--- config.mk ---
export PLATFORM = sky130hd
export DESIGN_NAME = lifecycle_event_log_flat
export DESIGN_NICKNAME = d
export VERILOG_FILES = /design/src/rtl/core/lel_pkg.sv /design/src/rtl/core/lel_ifs.sv /design/src/rtl/core/lifecycle_event_log.sv /design/src/rtl/core/lel_ring.sv /design/src/rtl/core/lel_ctrl.sv /design/src/flat_wrapper.sv
export SDC_FILE = /design/constraint.sdc
export NUM_CORES = 1
export LEC_CHECK = 0
export BUFFER_PORTS_ARGS = -buffer_cell sky130_fd_sc_hd__buf_2
export CAP_MARGIN = 20
export CORE_ASPECT_RATIO = 0.6
export CORE_UTILIZATION = 35
export CTS_CLUSTER_DIAMETER = 100
export CTS_CLUSTER_SIZE = 40
export DETAILED_ROUTE_END_ITERATION = 6
export GPL_TIMING_DRIVEN = 0
export PLACE_DENSITY = 0.56
export SLEW_MARGIN = 20
export SYNTH_ARGS = -nofsm -noshare
export SYNTH_HDL_FRONTEND = slang
export SYNTH_HIERARCHICAL = 1
export SYNTH_SLANG_ARGS = --single-unit
--- constraint.sdc ---
create_clock -name i_clk -period 3.7 [get_ports i_clk]
set_input_delay 0.74 -clock i_clk [delete_from_list [all_inputs] [get_ports i_clk]]
set_output_delay 0.74 -clock i_clk [all_outputs]
set_load 0.01 [all_outputs]
--- src/rtl/core/lel_pkg.sv ---
// ----------------------------------------------------------------------------
// lel_pkg
// Shared constants, codes and types of the lifecycle event log.
// ----------------------------------------------------------------------------
package lel_pkg;

    localparam int EVENT_DEPTH = 16;
    localparam int MAX_RESULTS = 16;
    localparam int BYTE_SHIFT  = 3;
    localparam int KIND_W      = 3;
    localparam int CAP_W       = 16;
    localparam int LEASE_W     = 16;
    localparam int IDX_W       = $clog2(EVENT_DEPTH);
    localparam int CNT_W       = $clog2(EVENT_DEPTH + 1);
    localparam int LEFT_W      = $clog2(MAX_RESULTS + 1);
    localparam int CAPN_W      = CAP_W - BYTE_SHIFT;

    localparam logic [LEASE_W-1:0] LEASE_MAX = {LEASE_W{1'b1}};

    typedef enum logic [KIND_W-1:0] {
        K_START,
        K_STOP,
        K_LEASE_OPEN,
        K_LEASE_CLOSE,
        K_BEGIN_DELETE,
        K_READ
    } t_kind;

    typedef enum logic [1:0] {
        LOG_CREATED,
        LOG_STARTED,
        LOG_STOPPED,
        LOG_DELETED
    } t_event;

    typedef struct packed {
        logic   push;
        t_event code;
        logic   pop;
        logic   rd_en;
    } t_ring_cmd;

endpackage

--- src/rtl/core/lel_ifs.sv ---
// ----------------------------------------------------------------------------
// lel_ifs
// Command and result channels of the lifecycle event log.
// ----------------------------------------------------------------------------
interface lel_cmd_if import lel_pkg::*; ();
    logic              valid;
    logic              ready;
    logic [KIND_W-1:0] kind;
    logic [CAP_W-1:0]  read_capacity;

    modport source (output valid, kind, read_capacity, input ready);
    modport sink   (input valid, kind, read_capacity, output ready);
endinterface

interface lel_res_if ();
    logic       valid;
    logic       ready;
    logic       accepted;
    logic       close_delete;
    logic       is_stopped;
    logic       is_deleting;
    logic       events_pending;
    logic       event_valid;
    logic [1:0] event_code;
    logic       last;

    modport source (output valid, accepted, close_delete, is_stopped, is_deleting,
                    events_pending, event_valid, event_code, last, input ready);
    modport sink   (input valid, accepted, close_delete, is_stopped, is_deleting,
                    events_pending, event_valid, event_code, last, output ready);
endinterface

--- src/rtl/core/lifecycle_event_log.sv ---
// ----------------------------------------------------------------------------
// lifecycle_event_log
// Lifecycle controller with an overwrite-oldest event ring.
//
//   port     dir   beat
//   i_cmd    in    one command: kind, read_capacity
//   o_res    out   one result: status flags, optional drained event, last
//
// a command yields one beat, but a read that drains n events yields n beats:
// each event is a ring memory read (registered) followed by an emit into
// the result register
// the ring needs no clearing pass; its two initial entries come up at reset
// a stalled result holds the block: the next command waits for the slot
// ----------------------------------------------------------------------------
module lifecycle_event_log import lel_pkg::*; (
    input  logic      i_clk,
    input  logic      i_rst_n,
    lel_cmd_if.sink   i_cmd,
    lel_res_if.source o_res
);

    t_ring_cmd        w_ring_cmd;
    logic [CNT_W-1:0] w_fill;
    t_event           w_rd_code;

    lel_ctrl u_ctrl (
        .i_clk      (i_clk),
        .i_rst_n    (i_rst_n),
        .i_cmd      (i_cmd),
        .o_res      (o_res),
        .o_ring_cmd (w_ring_cmd),
        .i_fill     (w_fill),
        .i_rd_code  (w_rd_code)
    );

    lel_ring u_ring (
        .i_clk     (i_clk),
        .i_rst_n   (i_rst_n),
        .i_cmd     (w_ring_cmd),
        .o_fill    (w_fill),
        .o_rd_code (w_rd_code)
    );

endmodule

--- src/rtl/core/lel_ring.sv ---
// ----------------------------------------------------------------------------
// lel_ring
// Event ring memory with head and fill tracking; a full ring drops its oldest.
// ----------------------------------------------------------------------------
module lel_ring import lel_pkg::*; (
    input  logic             i_clk,
    input  logic             i_rst_n,
    input  t_ring_cmd        i_cmd,
    output logic [CNT_W-1:0] o_fill,
    output t_event           o_rd_code
);

    t_event                 mem [EVENT_DEPTH];
    logic [EVENT_DEPTH-1:0] r_written;
    logic [IDX_W-1:0]       r_head;
    logic [CNT_W-1:0]       r_fill;
    t_event                 r_rd_data;
    logic                   r_rd_written;
    logic [IDX_W-1:0]       r_rd_idx;

    logic [IDX_W:0]   w_sum;
    logic [IDX_W-1:0] w_slot;
    logic [IDX_W-1:0] w_head_inc;
    logic             w_full;

    assign w_sum      = {1'b0, r_head} + (IDX_W+1)'(r_fill);
    assign w_slot     = (w_sum >= (IDX_W+1)'(EVENT_DEPTH))
                        ? IDX_W'(w_sum - (IDX_W+1)'(EVENT_DEPTH)) : w_sum[IDX_W-1:0];
    assign w_head_inc = (r_head == IDX_W'(EVENT_DEPTH - 1)) ? '0 : r_head + 1'b1;
    assign w_full     = (r_fill == CNT_W'(EVENT_DEPTH));

    always_ff @(posedge i_clk) begin
        if (i_cmd.push) begin
            mem[w_slot] <= i_cmd.code;
        end
        if (i_cmd.rd_en) begin
            r_rd_data    <= mem[r_head];
            r_rd_written <= r_written[r_head];
            r_rd_idx     <= r_head;
        end
    end

    always_ff @(posedge i_clk) begin
        if (!i_rst_n) begin
            r_written <= '0;
            r_head    <= '0;
            r_fill    <= CNT_W'(2);
        end else begin
            if (i_cmd.push) begin
                r_written[w_slot] <= 1'b1;
                if (w_full) begin
                    r_head <= w_head_inc;
                end else begin
                    r_fill <= r_fill + 1'b1;
                end
            end else if (i_cmd.pop) begin
                r_head <= w_head_inc;
                r_fill <= r_fill - 1'b1;
            end
        end
    end

    // entries never written hold their reset contents: created, then stopped
    assign o_rd_code = r_rd_written ? r_rd_data
                     : ((r_rd_idx == IDX_W'(1)) ? LOG_STOPPED : LOG_CREATED);
    assign o_fill    = r_fill;

endmodule

--- src/rtl/core/lel_ctrl.sv ---
// ----------------------------------------------------------------------------
// lel_ctrl
// Command sequencer: lifecycle flags, lease count, drain loop, result register.
// ----------------------------------------------------------------------------
module lel_ctrl import lel_pkg::*; (
    input  logic             i_clk,
    input  logic             i_rst_n,
    lel_cmd_if.sink          i_cmd,
    lel_res_if.source        o_res,
    output t_ring_cmd        o_ring_cmd,
    input  logic [CNT_W-1:0] i_fill,
    input  t_event           i_rd_code
);

    typedef enum logic [1:0] {S_IDLE, S_RD_ISSUE, S_RD_EMIT} t_state;

    typedef struct packed {
        logic   accepted;
        logic   close_delete;
        logic   is_stopped;
        logic   is_deleting;
        logic   events_pending;
        logic   event_valid;
        t_event event_code;
        logic   last;
    } t_res;

    t_state             r_state, n_state;
    logic               r_stopped, n_stopped;
    logic               r_armed, n_armed;
    logic               r_deleting, n_deleting;
    logic [LEASE_W-1:0] r_lease, n_lease;
    logic [LEFT_W-1:0]  r_left, n_left;
    logic               r_out_valid, n_out_valid;
    t_res               r_res, n_res;

    logic               w_out_free;
    logic               w_accept;
    logic [CAPN_W-1:0]  w_cap_n;
    logic [CAPN_W-1:0]  w_fill_ext;
    logic [CAPN_W-1:0]  w_lim;
    logic [CAPN_W-1:0]  w_take_ext;
    logic [LEFT_W-1:0]  w_take;
    logic [LEASE_W-1:0] w_lease_dec;
    logic               w_go_read;
    logic               w_acc;
    logic               w_cdel;

    assign w_out_free    = !r_out_valid || o_res.ready;
    assign i_cmd.ready   = (r_state == S_IDLE) && w_out_free;
    assign w_accept      = i_cmd.valid && i_cmd.ready;
    assign w_cap_n       = i_cmd.read_capacity[CAP_W-1:BYTE_SHIFT];
    assign w_fill_ext    = CAPN_W'(i_fill);
    assign w_lim         = (w_fill_ext < CAPN_W'(MAX_RESULTS)) ? w_fill_ext
                                                                : CAPN_W'(MAX_RESULTS);
    assign w_take_ext    = (w_cap_n < w_lim) ? w_cap_n : w_lim;
    assign w_take        = w_take_ext[LEFT_W-1:0];
    assign w_lease_dec   = (r_lease != '0) ? r_lease - 1'b1 : r_lease;

    always_comb begin
        n_state     = r_state;
        n_stopped   = r_stopped;
        n_armed     = r_armed;
        n_deleting  = r_deleting;
        n_lease     = r_lease;
        n_left      = r_left;
        n_out_valid = r_out_valid && !o_res.ready;
        n_res       = r_res;
        o_ring_cmd  = '0;
        w_go_read   = 1'b0;
        w_acc       = 1'b1;
        w_cdel      = 1'b0;
        unique case (r_state)
            S_IDLE: begin
                if (w_accept) begin
                    unique case (t_kind'(i_cmd.kind))
                        K_START: begin
                            if (r_stopped) begin
                                n_stopped       = 1'b0;
                                o_ring_cmd.push = 1'b1;
                                o_ring_cmd.code = LOG_STARTED;
                            end
                        end
                        K_STOP: begin
                            if (!r_stopped) begin
                                n_stopped       = 1'b1;
                                o_ring_cmd.push = 1'b1;
                                o_ring_cmd.code = LOG_STOPPED;
                            end
                        end
                        K_LEASE_OPEN: begin
                            if (r_deleting) begin
                                w_acc = 1'b0;
                            end else begin
                                if (r_lease != LEASE_MAX) begin
                                    n_lease = r_lease + 1'b1;
                                end
                                n_armed = 1'b1;
                            end
                        end
                        K_LEASE_CLOSE: begin
                            n_lease = w_lease_dec;
                            if (r_armed && (w_lease_dec == '0) && !r_deleting) begin
                                n_deleting      = 1'b1;
                                o_ring_cmd.push = 1'b1;
                                o_ring_cmd.code = LOG_DELETED;
                                w_cdel          = 1'b1;
                            end
                        end
                        K_BEGIN_DELETE: begin
                            if (r_deleting) begin
                                w_acc = 1'b0;
                            end else begin
                                n_deleting      = 1'b1;
                                o_ring_cmd.push = 1'b1;
                                o_ring_cmd.code = LOG_DELETED;
                            end
                        end
                        K_READ: begin
                            if (w_take != '0) begin
                                w_go_read = 1'b1;
                                n_left    = w_take;
                                n_state   = S_RD_ISSUE;
                            end
                        end
                        default: begin
                            w_acc = 1'b0;
                        end
                    endcase
                    if (!w_go_read) begin
                        n_out_valid          = 1'b1;
                        n_res.accepted       = w_acc;
                        n_res.close_delete   = w_cdel;
                        n_res.is_stopped     = n_stopped;
                        n_res.is_deleting    = n_deleting;
                        n_res.events_pending = o_ring_cmd.push || (i_fill != '0);
                        n_res.event_valid    = 1'b0;
                        n_res.event_code     = LOG_CREATED;
                        n_res.last           = 1'b1;
                    end
                end
            end
            S_RD_ISSUE: begin
                o_ring_cmd.rd_en = 1'b1;
                n_state          = S_RD_EMIT;
            end
            S_RD_EMIT: begin
                if (w_out_free) begin
                    o_ring_cmd.pop       = 1'b1;
                    n_out_valid          = 1'b1;
                    n_res.accepted       = 1'b1;
                    n_res.close_delete   = 1'b0;
                    n_res.is_stopped     = r_stopped;
                    n_res.is_deleting    = r_deleting;
                    n_res.events_pending = (i_fill != CNT_W'(1));
                    n_res.event_valid    = 1'b1;
                    n_res.event_code     = i_rd_code;
                    n_res.last           = (r_left == LEFT_W'(1));
                    n_left               = r_left - 1'b1;
                    n_state              = (r_left == LEFT_W'(1)) ? S_IDLE : S_RD_ISSUE;
                end
            end
            default: begin
                n_state = S_IDLE;
            end
        endcase
    end

    always_ff @(posedge i_clk) begin
        if (!i_rst_n) begin
            r_state     <= S_IDLE;
            r_stopped   <= 1'b1;
            r_armed     <= 1'b0;
            r_deleting  <= 1'b0;
            r_lease     <= '0;
            r_left      <= '0;
            r_out_valid <= 1'b0;
            r_res       <= '0;
        end else begin
            r_state     <= n_state;
            r_stopped   <= n_stopped;
            r_armed     <= n_armed;
            r_deleting  <= n_deleting;
            r_lease     <= n_lease;
            r_left      <= n_left;
            r_out_valid <= n_out_valid;
            r_res       <= n_res;
        end
    end

    assign o_res.valid          = r_out_valid;
    assign o_res.accepted       = r_res.accepted;
    assign o_res.close_delete   = r_res.close_delete;
    assign o_res.is_stopped     = r_res.is_stopped;
    assign o_res.is_deleting    = r_res.is_deleting;
    assign o_res.events_pending = r_res.events_pending;
    assign o_res.event_valid    = r_res.event_valid;
    assign o_res.event_code     = r_res.event_code;
    assign o_res.last           = r_res.last;

`ifndef SYNTHESIS
    a_pop_nonempty: assert property (@(posedge i_clk) disable iff (!i_rst_n)
        o_ring_cmd.pop |-> (i_fill != '0))
        else $error("ring pop while empty");

    a_push_pop_excl: assert property (@(posedge i_clk) disable iff (!i_rst_n)
        o_ring_cmd.push |-> !o_ring_cmd.pop)
        else $error("ring push and pop together");

    a_emit_has_left: assert property (@(posedge i_clk) disable iff (!i_rst_n)
        (r_state == S_RD_EMIT) |-> (r_left != '0))
        else $error("drain emit with no events left");

    a_issue_then_emit: assert property (@(posedge i_clk) disable iff (!i_rst_n)
        (r_state == S_RD_ISSUE) |=> (r_state == S_RD_EMIT))
        else $error("ring read not followed by emit");
`endif

endmodule
--- src/flat_wrapper.sv ---
// flat-port wrapper written by rule: the top's interface ports become plain ports
module lifecycle_event_log_flat import lel_pkg::*;
  (i_clk, i_rst_n, i_cmd_valid, i_cmd_kind, i_cmd_read_capacity, i_cmd_ready, o_res_valid, o_res_accepted, o_res_close_delete, o_res_is_stopped, o_res_is_deleting, o_res_events_pending, o_res_event_valid, o_res_event_code, o_res_last, o_res_ready);
  lel_cmd_if i_cmd_i ();
  lel_res_if o_res_i ();
  input  logic i_clk;
  input  logic i_rst_n;
  input wire logic [$bits(i_cmd_i.valid)-1:0] i_cmd_valid;
  input wire logic [$bits(i_cmd_i.kind)-1:0] i_cmd_kind;
  input wire logic [$bits(i_cmd_i.read_capacity)-1:0] i_cmd_read_capacity;
  output wire logic [$bits(i_cmd_i.ready)-1:0] i_cmd_ready;
  output wire logic [$bits(o_res_i.valid)-1:0] o_res_valid;
  output wire logic [$bits(o_res_i.accepted)-1:0] o_res_accepted;
  output wire logic [$bits(o_res_i.close_delete)-1:0] o_res_close_delete;
  output wire logic [$bits(o_res_i.is_stopped)-1:0] o_res_is_stopped;
  output wire logic [$bits(o_res_i.is_deleting)-1:0] o_res_is_deleting;
  output wire logic [$bits(o_res_i.events_pending)-1:0] o_res_events_pending;
  output wire logic [$bits(o_res_i.event_valid)-1:0] o_res_event_valid;
  output wire logic [$bits(o_res_i.event_code)-1:0] o_res_event_code;
  output wire logic [$bits(o_res_i.last)-1:0] o_res_last;
  input wire logic [$bits(o_res_i.ready)-1:0] o_res_ready;
  assign i_cmd_i.valid = i_cmd_valid;
  assign i_cmd_i.kind = i_cmd_kind;
  assign i_cmd_i.read_capacity = i_cmd_read_capacity;
  assign i_cmd_ready = i_cmd_i.ready;
  assign o_res_valid = o_res_i.valid;
  assign o_res_accepted = o_res_i.accepted;
  assign o_res_close_delete = o_res_i.close_delete;
  assign o_res_is_stopped = o_res_i.is_stopped;
  assign o_res_is_deleting = o_res_i.is_deleting;
  assign o_res_events_pending = o_res_i.events_pending;
  assign o_res_event_valid = o_res_i.event_valid;
  assign o_res_event_code = o_res_i.event_code;
  assign o_res_last = o_res_i.last;
  assign o_res_i.ready = o_res_ready;
  lifecycle_event_log u_core (.i_clk(i_clk), .i_rst_n(i_rst_n), .i_cmd(i_cmd_i), .o_res(o_res_i));
endmodule
**Word-level counts from Yosys, hierarchy flattened**

Memory sizes are Yosys's and may differ from the RTL's. A register that Yosys moved wholly into a read port is not among the register bits.
Index checks and enable logic that the tools add are counted.

- Magnitude comparators: 6
- Eq/ne operators: 22
- Add/sub/neg operators: 8
- Reduce and logical (&&, ||, !) cells: 30
- Multiplexer cells: 64
- Bitwise logic cells: 2

Operator list:

| kind | count |
|---|---|
| $mux 16 | 3 |
| $mux 5 | 9 |
| $pmux 16 s2 | 1 |
| $mux 9 | 3 |
| $mux 3 | 8 |
| $mux 4 | 5 |
| $mux 1 | 19 |
| $pmux 9 s2 | 1 |
| $add 16x1->16 const B | 1 |
| $logic_not 16->1 | 1 |
| $ne 16x16->1 const B | 1 |
| $or 16x16->16 | 1 |
| $reduce_bool 16->1 | 1 |
| $sub 16x1->16 const B | 1 |
| $ne 2x2->1 const B | 7 |
| $lt 13x5->1 | 1 |
| $mux 2 | 6 |
| $pmux 3 s4 | 1 |
| $reduce_and 4->1 | 3 |
| $lt 4x5->1 const B | 2 |
| $pmux 5 s2 | 1 |
| $reduce_and 5->1 | 2 |
| $reduce_bool 5->1 | 2 |
| $sub 5x1->5 const B | 2 |
| other kinds (32) | 50 |

- Output and inout bits: 11
- Memories kept: 1
- Bits in writable memories: 32
- Register bits after elaboration: 66
- Input port bits: 23

Memory list:

| name | depth | bits a word | read ports | clocked after memory_dff | write ports | line | RTL |
|---|---|---|---|---|---|---|---|
| u_core.u_ring.mem | 16 | 2 | 1 | 1 | 1 | lel_ring.sv:13 | `t_event mem [EVENT_DEPTH];` |

**Depth between registers and ports, before layout**

Gate-level depths: netlist of the first run.

- Depth after elaboration: 13
- Mapped depth: 16
- Mapped depth without buffers: 14

**Cells and area by module**

Netlist of the first run, hierarchy kept.

By module, submodules not included:

| module | times used | seq. area each (um2) | area each (um2) | cells each |
|---|---|---|---|---|
| lel_ring | 1 | 1671.6 | 2882.8 | 226 |
| lel_ctrl | 1 | 720.7 | 2666.3 | 370 |

**Worst setup path after synthesis of the first run**

Ideal clock, no wire load.

- Kind: register to register
- From: register u_core.u_ctrl.r_lease[0]
- To: register u_core.u_ring.r_fill[4] (netlist: u_core/u_ring/o_fill[4])
- Stages on the path, launching flop included: 17
- Buffers on the path: 2
- Data arrival time: 3669 ps
- Period minus slack after synthesis: 3806 ps
- Setup slack: -106 ps
- Cell sequence: dfxtp_1 > clkbuf_1 > inv_1 > ha_1 > or4b_4 > or4_4 > o21ai_2 > nand4_2 > o31ai_2 > and2_1 > clkbuf_8 > inv_1 > ha_1 > nand2b_1 > a21oi_1 > o311ai_0 > o32ai_1

RTL lines:

| item | line | RTL |
|---|---|---|
| from (decl) | lel_ctrl.sv:32 | `logic [LEASE_W-1:0] r_lease, n_lease;` |
| from (signal assigned) | lel_ctrl.sv:184 | `r_lease <= n_lease;` |
| to (signal assigned) | lel_ring.sv:54 | `r_fill <= r_fill + 1'b1;` |
| to (signal assigned) | lel_ring.sv:58 | `r_fill <= r_fill - 1'b1;` |
| to (decl) | lel_ring.sv:16 | `logic [CNT_W-1:0] r_fill;` |

==> results.cfg, run 1 <==
[yosys]
synth_edf_count = 39
synth_cell_type_count = 73
synth_seq_area_share_pct = 43.1
ys_ff_latch = 100
synthFlopType = dfxtp_1
syn_nets = 636
syn_avg_cell_area_um2 = 9.31
ys_warn_count = 6
synth_area_mm2 = 0.00555
synthArstFlopShare_pct = 0
syn_inst = 596

[floorplanning]
start_util_pct = 36.0
die-area_mm2 = 0.0164
die_h_um = 99.5
rows = 35
ios = 34
core-area_mm2 = 0.0154
die_width_um = 165

[placed_design]
placed_cells = 830
gp_congestion = 0.946
portBuffers = 30
dp_hpwl_mm = 11.5
dpl_cell_area_mm2 = 0.00597

[routing]
drt_drc_violations_left = 0
route.vias.total = 4877
drt-total-wl_mm = 16.0
firstDrtPassIters = 5
final_antenna_net_count = 0
wl_per_cell_um = 18.6
drt-vias-per-instance = 5.67
drt_iter0_markers = 439

[sta]
fin_crit_ns = 3.67
fmax_mhz = 272
tightest_slew_ns = 0.879
clock_skew_ns = 0.0144
rsz0062_at_grt = yes
relSlewSlack_pct = 39.7
hold_viol = 0
fin_crit_sh_pct = 99.3
setup_violations = 0
hold_ws_ns = 0.450
slew_violations = 0
fin_tns_setup_ns = 0

[worst_setup_path]
r2r-start = u_core/u_ctrl/r_lease[2]$_SDFFE_PN0P_
endpoint_kind = flop
endpoint = u_core/u_ring/o_fill[4]$_SDFFE_PN0P_
cp-start-kind = flop
crit_arrival_ns = 3.89
worst_r2r_path_depth = 14
rr_endpoint = u_core/u_ring/o_fill[4]$_SDFFE_PN0P_
r2r_slack_ns = 0.03
cp.required_ns = 3.91
setup.worst_path.start = u_core/u_ctrl/r_lease[2]$_SDFFE_PN0P_
worstSetupPathType = flop to flop
path_max_fanout = 10

[layout]
drive_gt1_share_pct = 21.3
syn2layout_area_growth_pct = 20.0
antenna_cells = 0
final_nets = 692
seqCellArea_mm2 = 0.00241
finalNonFillerCells = 860
n_fill_cell = 1495
final_area_mm2 = 0.00666
multi_input_comb_area_mm2 = 0.00315
final_core_util_pct = 43.2

[power]
ir_drop_mv = 0.228
netSwitchingPower_uw = 619
powerDensity_mw_per_mm2 = 383
p_int_uw = 1930
clkPwrFrac_pct = 41.0
sequentialPowerShare_pct = 46.4
switching_share_pct = 24.3
p_leak_uw = 0.00241
pwr-share-comb_pct = 12.7

[cts]
root_buffer = clkbuf_16
cts_buffers = 9
cts.sinks = 100
clk_latency_ns = 0.35
cts_max_level = 3
cts_buffer_depth = 2
cts_tree = yes
path_clk_slew_ns = 0.08

[outcome]
status = finished clean

[hold_path]
hold_depth = 2
worstHoldPathType = flop to flop

[global_route]
grt_pass1_wl_mm = 25.4
overflow = 0
grt_pass1_vias = 4680
grtUsageTotal_pct = 20.2
antenna_found_initial = 1
grt_start_max_net_pins = 17

[run]
drv_cap = 0
[power groups by stage]
stage / clock [uW] / sequential, uW / combinational [uW]
floorplan: 0 / 1200 / 176
global placement: 0 / 1200 / 254
detailed placement: 0 / 1200 / 260
CTS: 1060 / 1180 / 297
global route: 1110 / 1180 / 350
finish: 1040 / 1180 / 323
[cell type report]
class,count,area share (%)
Clock buffer,13,3.93
Multi-Input combinational cell,449,47.3
Sequential cell,100,36.1
Inverter,16,0.958
Buffer,23,1.95
Tap cell,203,3.82
Timing Repair Buffer,53,4.85
Clock inverter,3,1.01
[registers in the layout, indices dropped and copies added, names as in the netlist, 2 cells and up]
| register | count |
|---|---|
| u_core/u_ctrl/r_lease | 16 |
| u_core/u_ring/mem | 32 |
| u_core/u_ctrl/o_res.event_code | 2 |
| u_core/u_ring/o_fill | 5 |
| u_core/u_ring/r_written | 16 |
| u_core/u_ring/r_rd_data | 2 |
| u_core/u_ctrl/r_left | 5 |
| u_core/u_ring/r_head | 4 |
| u_core/u_ctrl/r_state | 2 |
| u_core/u_ring/r_rd_idx | 4 |
[cells in the mapped netlist, types with 8 or more instances]
cell	n	area, um^2
ha_1	15	188
nor2b_1	9	56.3
nor3_1	16	80.1
nor2_1	69	259
nand3_1	15	75.1
a22oi_1	8	60.1
o21ai_0	41	205
inv_1	15	56.3
nand4_1	9	56.3
xnor2_1	8	70.1
nand2_1	67	251
dfxtp_1	61	1220
nand2b_1	8	50.1
mux2i_1	11	110
a21oi_1	38	190
or3_1	8	50.1
edfxtp_1	39	1170
mux4_2	12	270
clkbuf_1	20	75.1
[cell usage in the layout, fill, tap and decap left out, types with 16 or more instances in the layout]
cell / n
a21oi_1: 36
buf_2: 33
buf_4: 24
clkbuf_1: 18
dfxtp_1: 54
edfxtp_1: 39
nand2_1: 67
nor2_1: 67
nor3_1: 16
o21ai_0: 38
[repair_timing]
item                                    4_1_cts  5_1_grt
hold endpoints to repair                      0        0
pin swaps                                    10       11
endpoints found under the setup margin       57       20
resized for setup                            29       13
hold buffers                                  0        0
setup buffers                                15        7
[worst min path at each step]
stage,start,endpoint,slack (ns)
floorplan,u_core/u_ring/r_written[10]$_SDFFE_PN0P_,u_core/u_ring/r_written[10]$_SDFFE_PN0P_,0.42
global placement,u_core/u_ring/r_written[1]$_SDFFE_PN0P_,u_core/u_ring/r_written[1]$_SDFFE_PN0P_,0.43
detailed placement,u_core/u_ring/r_written[12]$_SDFFE_PN0P_,u_core/u_ring/r_written[12]$_SDFFE_PN0P_,0.44
CTS,u_core/u_ring/r_written[12]$_SDFFE_PN0P_,u_core/u_ring/r_written[12]$_SDFFE_PN0P_,0.45
global route,u_core/u_ring/r_written[12]$_SDFFE_PN0P_,u_core/u_ring/r_written[12]$_SDFFE_PN0P_,0.48
finish,u_core/u_ring/r_written[12]$_SDFFE_PN0P_,u_core/u_ring/r_written[12]$_SDFFE_PN0P_,0.45
[cells by family (layout without fill, tap and decap cells)]
family	count (synthesis)	in the layout	synth area share (%)
buf+inv	47	108	3.88
compound gates	144	144	16.5
xor+xnor	14	14	2.21
flops	100	100	43.1
fa+ha+maj	17	17	4.10
mux	23	23	6.85
simple gates	251	251	23.4
[through the flow]
stage          total power, uW  setup WS (ns)
2_1_floorplan             1380         0.0220
3_3_place_gp              1460         -0.620
3_5_place_dp              1460         -0.725
4_1_cts                   2540       0.000692
5_1_grt                   2650        -0.0823
6_report                  2550         0.0271
[critical path: stages, from the launching register on]
cell	delay, ns
dfxtp_1	0.31
buf_6	0.13
or4_4	0.50
or4_4	0.62
o21ai_4	0.18
nand4_4	0.15
o31ai_4	0.28
and2_4	0.20
clkbuf_16	0.13
clkinvlp_4	0.16
ha_4	0.28
nor2_2	0.14
a21oi_4	0.06
o311ai_2	0.27
o32ai_1	0.13
[layer usage]
layer | vias to the layer above | part of all wire, % | track usage [%]
li1 | 2316 | - | -
met1 | 2387 | 52 | 32.1
met2 | 152 | 40 | 27.7
met3 | 20 | 6.8 | 4.17
met4 | 2 | 0.91 | 3.88
met5 | - | 0.081 | 0
Note: power is estimated with default switching activity, not from simulation.
==> inputs of run 2 (changes only) <==
- PLACE_DENSITY: 0.56 -> 0.54
- clock period: 3.7 -> 3.4 ns (I/O delays scaled with it)
==> run 2 against run 1 <==
  * The run now ends with setup timing left
  * Global-route usage down 0.74 points
  * Clock-buffer cell count decreased by 2
  * Clock skew is 0.0052 ns lower
  * Worst hold slack improved by 0.0034 ns
  * Setup slack lost 0.080 ns
  * Cell area grew 1.0%
  * Sequential power is 8% higher
  * Via count decreased by 1.1%
  * Power is 8.1% higher
  * Clock power rose by 8%
  * Largest cell class unchanged
==> results.cfg, run 2 (synthesis gave the netlist of run 1 again) <==
[layout]
syn2layout_area_growth_pct = 21.2
largest_register_ffs = 32
final_area_mm2 = 0.00672
final_common_cell = nand2_1
finalNonFillerCells = 855
final_nets = 687
n_fill_cell = 1507
regMostFlops = u_core/u_ring/mem
final_core_util_pct = 43.6
antenna_cells = 0
final_cell_mix = nand2_1 (66), nor2_1 (53), dfxtp_1 (53)
reg_top3 = u_core/u_ring/mem x32, u_core/u_ctrl/r_lease x16, u_core/u_ring/r_written x16
drive_gt1_share_pct = 23.6

[cts]
cts.sinks = 100
cts_buffers = 9
cts_max_level = 3
cts_buffer_depth = 2
path_clk_slew_ns = 0.07
root_buffer = clkbuf_16
clk_latency_ns = 0.35
cts_tree = yes

[placed_design]
portBuffers = 30
dpl_cell_area_mm2 = 0.00604
dp_hpwl_mm = 11.1
gp_congestion = 0.957
placed_cells = 829

[sta]
setup_violations = 2
tightest_slew_ns = 1.31
fin_crit_sh_pct = 102
fin_tns_setup_ns = -0.105
slew_violations = 0
hold_viol = 0
rsz0062_at_grt = yes
final.setup.worst_slack_ns = -0.0526
relSlewSlack_pct = 10.1
clock_skew_ns = 0.00915
fin_crit_ns = 3.45
fmax_mhz = 290

[global_route]
antenna_found_initial = 0
overflow = 0
grt_pass1_vias = 4525
grtUsageTotal_pct = 19.5
grt_pass1_wl_mm = 24.4
grt_start_max_net_pins = 18

[routing]
drt-total-wl_mm = 15.4
drt_drc_violations_left = 0
wl_per_cell_um = 18.0
m1WireLength_mm = 7.81
firstDrtPassIters = 4
dr.max_layer_used = met4
final_antenna_net_count = 0
drt_iter0_markers = 350
dr_wl_met3_mm = 1.23
route.vias.total = 4823
drt-vias-per-instance = 5.64
met2_length_mm = 6.26

[worst_setup_path]
cpPeakStageDelay_ns = 0.59
r2r_slack_ns = -0.05
worstSetupPathType = flop to flop
endpoint_kind = flop
cp.required_ns = 3.67
crit_family = simple AND/OR/NAND/NOR gates
slowest_stage = or4b_4
path_buf_inv = 2
cp-start-kind = flop
crit_arrival_ns = 3.73
worstPathCellList = or4_4, or4b_4, o21ai_4, nand4_4, o31ai_4, and2_4, clkbuf_16, inv_8, ha_4, xor2_1, or3_1, a21oi_1
path_max_fanout = 7

[floorplanning]
die-area_mm2 = 0.0164
die_width_um = 165
start_util_pct = 36.0
core-area_mm2 = 0.0154
ios = 34
rows = 35
die_h_um = 99.5

[outcome]
status = complete, but fails checks
violations = setup timing

[power]
ir_drop_mv = 0.192
powerDensity_mw_per_mm2 = 410
p_leak_uw = 0.00240

[run]
drv_cap = 0

[hold_path]
worstHoldPathType = flop to flop
## run 2: cell count changes in the layout (fill, tap and decap cells not counted), moves of 2 or more
cell / delta
clkinvlp_4: -2
clkbuf_1: -3
nor2_2: +6
nor2_4: +8
o21ai_0: -2
inv_2: -2
nor2_1: -14
buf_4: -6
clkinv_4: +2
inv_6: +3
## run 2: worst reg2reg max path: stages, from the launching register on
cell,delay (ns)
dfxtp_1,0.39
or4_4,0.53
or4b_4,0.59
o21ai_4,0.22
nand4_4,0.16
o31ai_4,0.24
and2_4,0.20
clkbuf_16,0.14
inv_8,0.04
ha_4,0.26
xor2_1,0.16
or3_1,0.30
a21oi_1,0.14
## run 2: path summary, 6_finish.rpt
path | from | end | cells after the start
setup / recovery | u_core/u_ctrl/r_lease[14]$_SDFFE_PN0P_ | u_core/u_ring/o_fill[2]$_SDFFE_PN0P_ | 12
hold / removal | u_core/u_ctrl/o_res.accepted$_SDFFE_PN0P_ | u_core/u_ctrl/o_res.accepted$_SDFFE_PN0P_ | 2
setup reg to reg | u_core/u_ctrl/r_lease[14]$_SDFFE_PN0P_ | u_core/u_ring/o_fill[2]$_SDFFE_PN0P_ | 12
hold reg to reg | u_core/u_ctrl/o_res.accepted$_SDFFE_PN0P_ | u_core/u_ctrl/o_res.accepted$_SDFFE_PN0P_ | 2
## run 2: per-stage QoR
stage | hold slack [ns] | worst slack (ns) | power, uW
5_1_grt | 0.473 | -0.191 | 2870
2_1_floorplan | 0.420 | -0.0192 | 1510
3_5_place_dp | 0.443 | -0.520 | 1600
6_report | 0.453 | -0.0526 | 2760
4_1_cts | 0.454 | -0.161 | 2760
3_3_place_gp | 0.429 | -0.504 | 1600
## run 2: final cells by class
type                            count  area, um^2  area share, %
Multi-Input combinational cell    449        3240           48.1
Sequential cell                   100        2410           35.8
Timing Repair Buffer               48         289           4.30
Clock buffer                       11         264           3.93
Tap cell                          203         254           3.78
Buffer                             23         130           1.94
Inverter                           16        75.1           1.12
Clock inverter                      5        65.1          0.968
## run 2: metal layers
layer / vias up / track usage [%]
met1: 2313 / 30.5
met5: - / 0
met3: 9 / 4.38
met4: 0 / 4.23
met2: 188 / 26.6
li1: 2313 / -
## run 2: power breakdown
group          leakage (uW)  internal (uW)  switching (uW)
clock              0.000162            644             477
sequential         0.000852           1260            23.3
combinational       0.00139            144             209
total               0.00240           2050             709
## run 2: what timing repair did
item | 4_1_cts | 5_1_grt
hold buffers | 0 | 0
endpoints found under the setup margin | 53 | 59
buffers inserted | 16 | 2
resized for setup | 31 | 36
pin swaps | 12 | 18
==> inputs of run 3 (changes only) <==
- SETUP_SLACK_MARGIN: not set -> 0.1
==> run 3 against run 2 <==
  * Clock power fell by 6%
  * Utilization rose by 2.6 points
  * Fmax fell by 4.2%
  * Global-route usage rose by 0.49 points
  * Clock-buffer cell count rose by 2
  * Sequential power barely moved
  * The run still ends with setup timing left
  * Critical endpoint is now u_core/u_ring/o_fill[4]$_SDFFE_PN0P_
  * Register-to-register slack got worse by 0.15 ns
  * Critical path type unchanged
  * Power fell by 1.0%
  * First-iteration DRC count rose by 6.3%
  * Clock skew rose by 0.0058 ns
  * Worst hold slack got worse by 0.0015 ns
==> results.cfg, run 3 (synthesis gave the netlist of run 1 again) <==
[layout]
finalNonFillerCells = 881
largest_register_ffs = 32
drive_gt1_share_pct = 28.8
reg_top3 = u_core/u_ring/mem x32, u_core/u_ctrl/r_lease x16, u_core/u_ring/r_written x16
syn2layout_area_growth_pct = 28.3
final_cell_mix = nand2_1 (66), dfxtp_1 (58), nor2_1 (50)
antenna_cells = 0
final_common_cell = nand2_1
multi_input_comb_area_mm2 = 0.00341
n_fill_cell = 1472
regMostFlops = u_core/u_ring/mem
seqCellArea_mm2 = 0.00240
final_nets = 713

[routing]
dr_wl_met3_um = 944
drt-vias-per-instance = 5.60
met2_length_mm = 6.70
drt_iter0_markers = 372
wl_per_cell_um = 18.2
firstDrtPassIters = 5
drt_drc_violations_left = 0
drt-total-wl_mm = 16.0
route.vias.total = 4933
dr.max_layer_used = met4
m1WireLength_mm = 8.25
final_antenna_net_count = 0

[global_route]
grt_pass1_vias = 4633
overflow = 0
antenna_found_initial = 0
grt_pass1_wl_mm = 25.2
grt_start_max_net_pins = 17
grtUsageTotal_pct = 20.0

[worst_setup_path]
worstPathCellList = buf_6, or4_4, or4_4, o21ai_4, nand4_4, o31ai_4, and2_4, clkbuf_16, inv_12, ha_4, nand2b_4, a21oi_4, mux2i_1, o32ai_1
endpoint_kind = flop
path_max_fanout = 6
slowest_stage = or4_4
path_common_cell = or4_4
cp.required_ns = 3.61
crit_arrival_ns = 3.82
cpPeakStageDelay_ns = 0.61
r2r_slack_ns = -0.20
worstSetupPathType = flop to flop
crit_family = simple AND/OR/NAND/NOR gates
cp-start-kind = flop
setup.worst_path.start = u_core/u_ctrl/r_lease[3]$_SDFFE_PN0P_
path_buf_inv = 3
r2r-start = u_core/u_ctrl/r_lease[3]$_SDFFE_PN0P_

[cts]
cts_tree = yes
cts_max_level = 3
root_buffer = clkbuf_16
cts.sinks = 100
clk_latency_ns = 0.35
path_clk_slew_ns = 0.07
cts_buffers = 9
cts_buffer_depth = 2

[outcome]
violations = setup timing
status = complete, but fails checks

[sta]
fin_crit_ns = 3.60
tightest_slew_ns = 0.952
fin_tns_setup_ns = -2.30
slew_violations = 0
fmax_mhz = 277
relSlewSlack_pct = 35.3
hold_viol = 0
fin_crit_sh_pct = 106
rsz0062_at_grt = yes
clock_skew_ns = 0.0149
final.setup.worst_slack_ns = -0.204
setup_violations = 35

[placed_design]
gp_congestion = 0.914
portBuffers = 30
dp_hpwl_mm = 11.2
placed_cells = 829

[power]
powerDensity_mw_per_mm2 = 383
total_power_uw = 2730
ir_drop_mv = 0.225
p_leak_uw = 0.00255

[floorplanning]
rows = 35
die_width_um = 165
die-area_mm2 = 0.0164
start_util_pct = 36.0
die_h_um = 99.5
core-area_mm2 = 0.0154
ios = 34

[hold_path]
worstHoldPathType = flop to flop
worstHoldStart = u_core/u_ring/r_written[3]$_SDFFE_PN0P_

[run]
drv_cap = 0
[run 3: cell types whose count changed in the layout (fill, tap and decap cells not counted), sizes merged]
cell and change:
buf +23, bufinv -1, clkbuf +5, inv -1
[run 3: routing by layer]
metal | vias up | track usage, %
met5 | - | 0
met1 | 2423 | 31.3
met3 | 14 | 4.46
met2 | 129 | 27.5
met4 | 0 | 3.95
li1 | 2367 | -
[run 3: path summary, 6_finish.rpt]
kind / to / cells after the start
hold reg to reg: u_core/u_ring/r_written[3]$_SDFFE_PN0P_ / 2
hold / removal: u_core/u_ring/r_written[3]$_SDFFE_PN0P_ / 2
setup reg to reg: u_core/u_ring/o_fill[4]$_SDFFE_PN0P_ / 14
setup / recovery: u_core/u_ring/o_fill[4]$_SDFFE_PN0P_ / 14
[run 3: metrics by stage]
step / util [%] / area (um^2) / setup WS (ns) / hold slack [ns]
3_5_place_dp: 39.4 / 6070 / -0.487 / 0.439
5_1_grt: 46.2 / 7120 / -0.310 / 0.466
3_3_place_gp: 39.4 / 6070 / -0.512 / 0.429
2_1_floorplan: - / 5660 / 0.0203 / 0.420
4_1_cts: 44.0 / 6790 / -0.264 / 0.450
6_report: 46.2 / 7120 / -0.204 / 0.452
[run 3: repair_timing]
action                     4_1_cts  5_1_grt
setup endpoints to repair       57      100
hold endpoints to repair         0        0
buffers inserted                22       14
pin swaps                       23       21
gates resized for setup         67       47
hold buffers                     0        0
[run 3: area by class of cell]
cell class | instances | share of cell area (%)
timing repair buffer | 68 | 6.96
sequential | 100 | 33.7
multi-input combinational | 449 | 47.9
clock buffer | 13 | 4.11
inverter | 16 | 1.12
clock inverter | 3 | 0.246
tap | 203 | 3.57
buffer | 29 | 2.43
[run 3: tightest hold or removal path, stage by stage, from the launching register on]
cell	delay, ns
dfxtp_1	0.31
nand2_1	0.05
o21ai_1	0.05
[run 3: power by group]
part | internal (uW) | total [uW] | switching, uW
clock network | 604 | 1050 | 450
registers | 1260 | 1290 | 24.0
logic | 163 | 388 | 225
total | 2030 | 2730 | 699
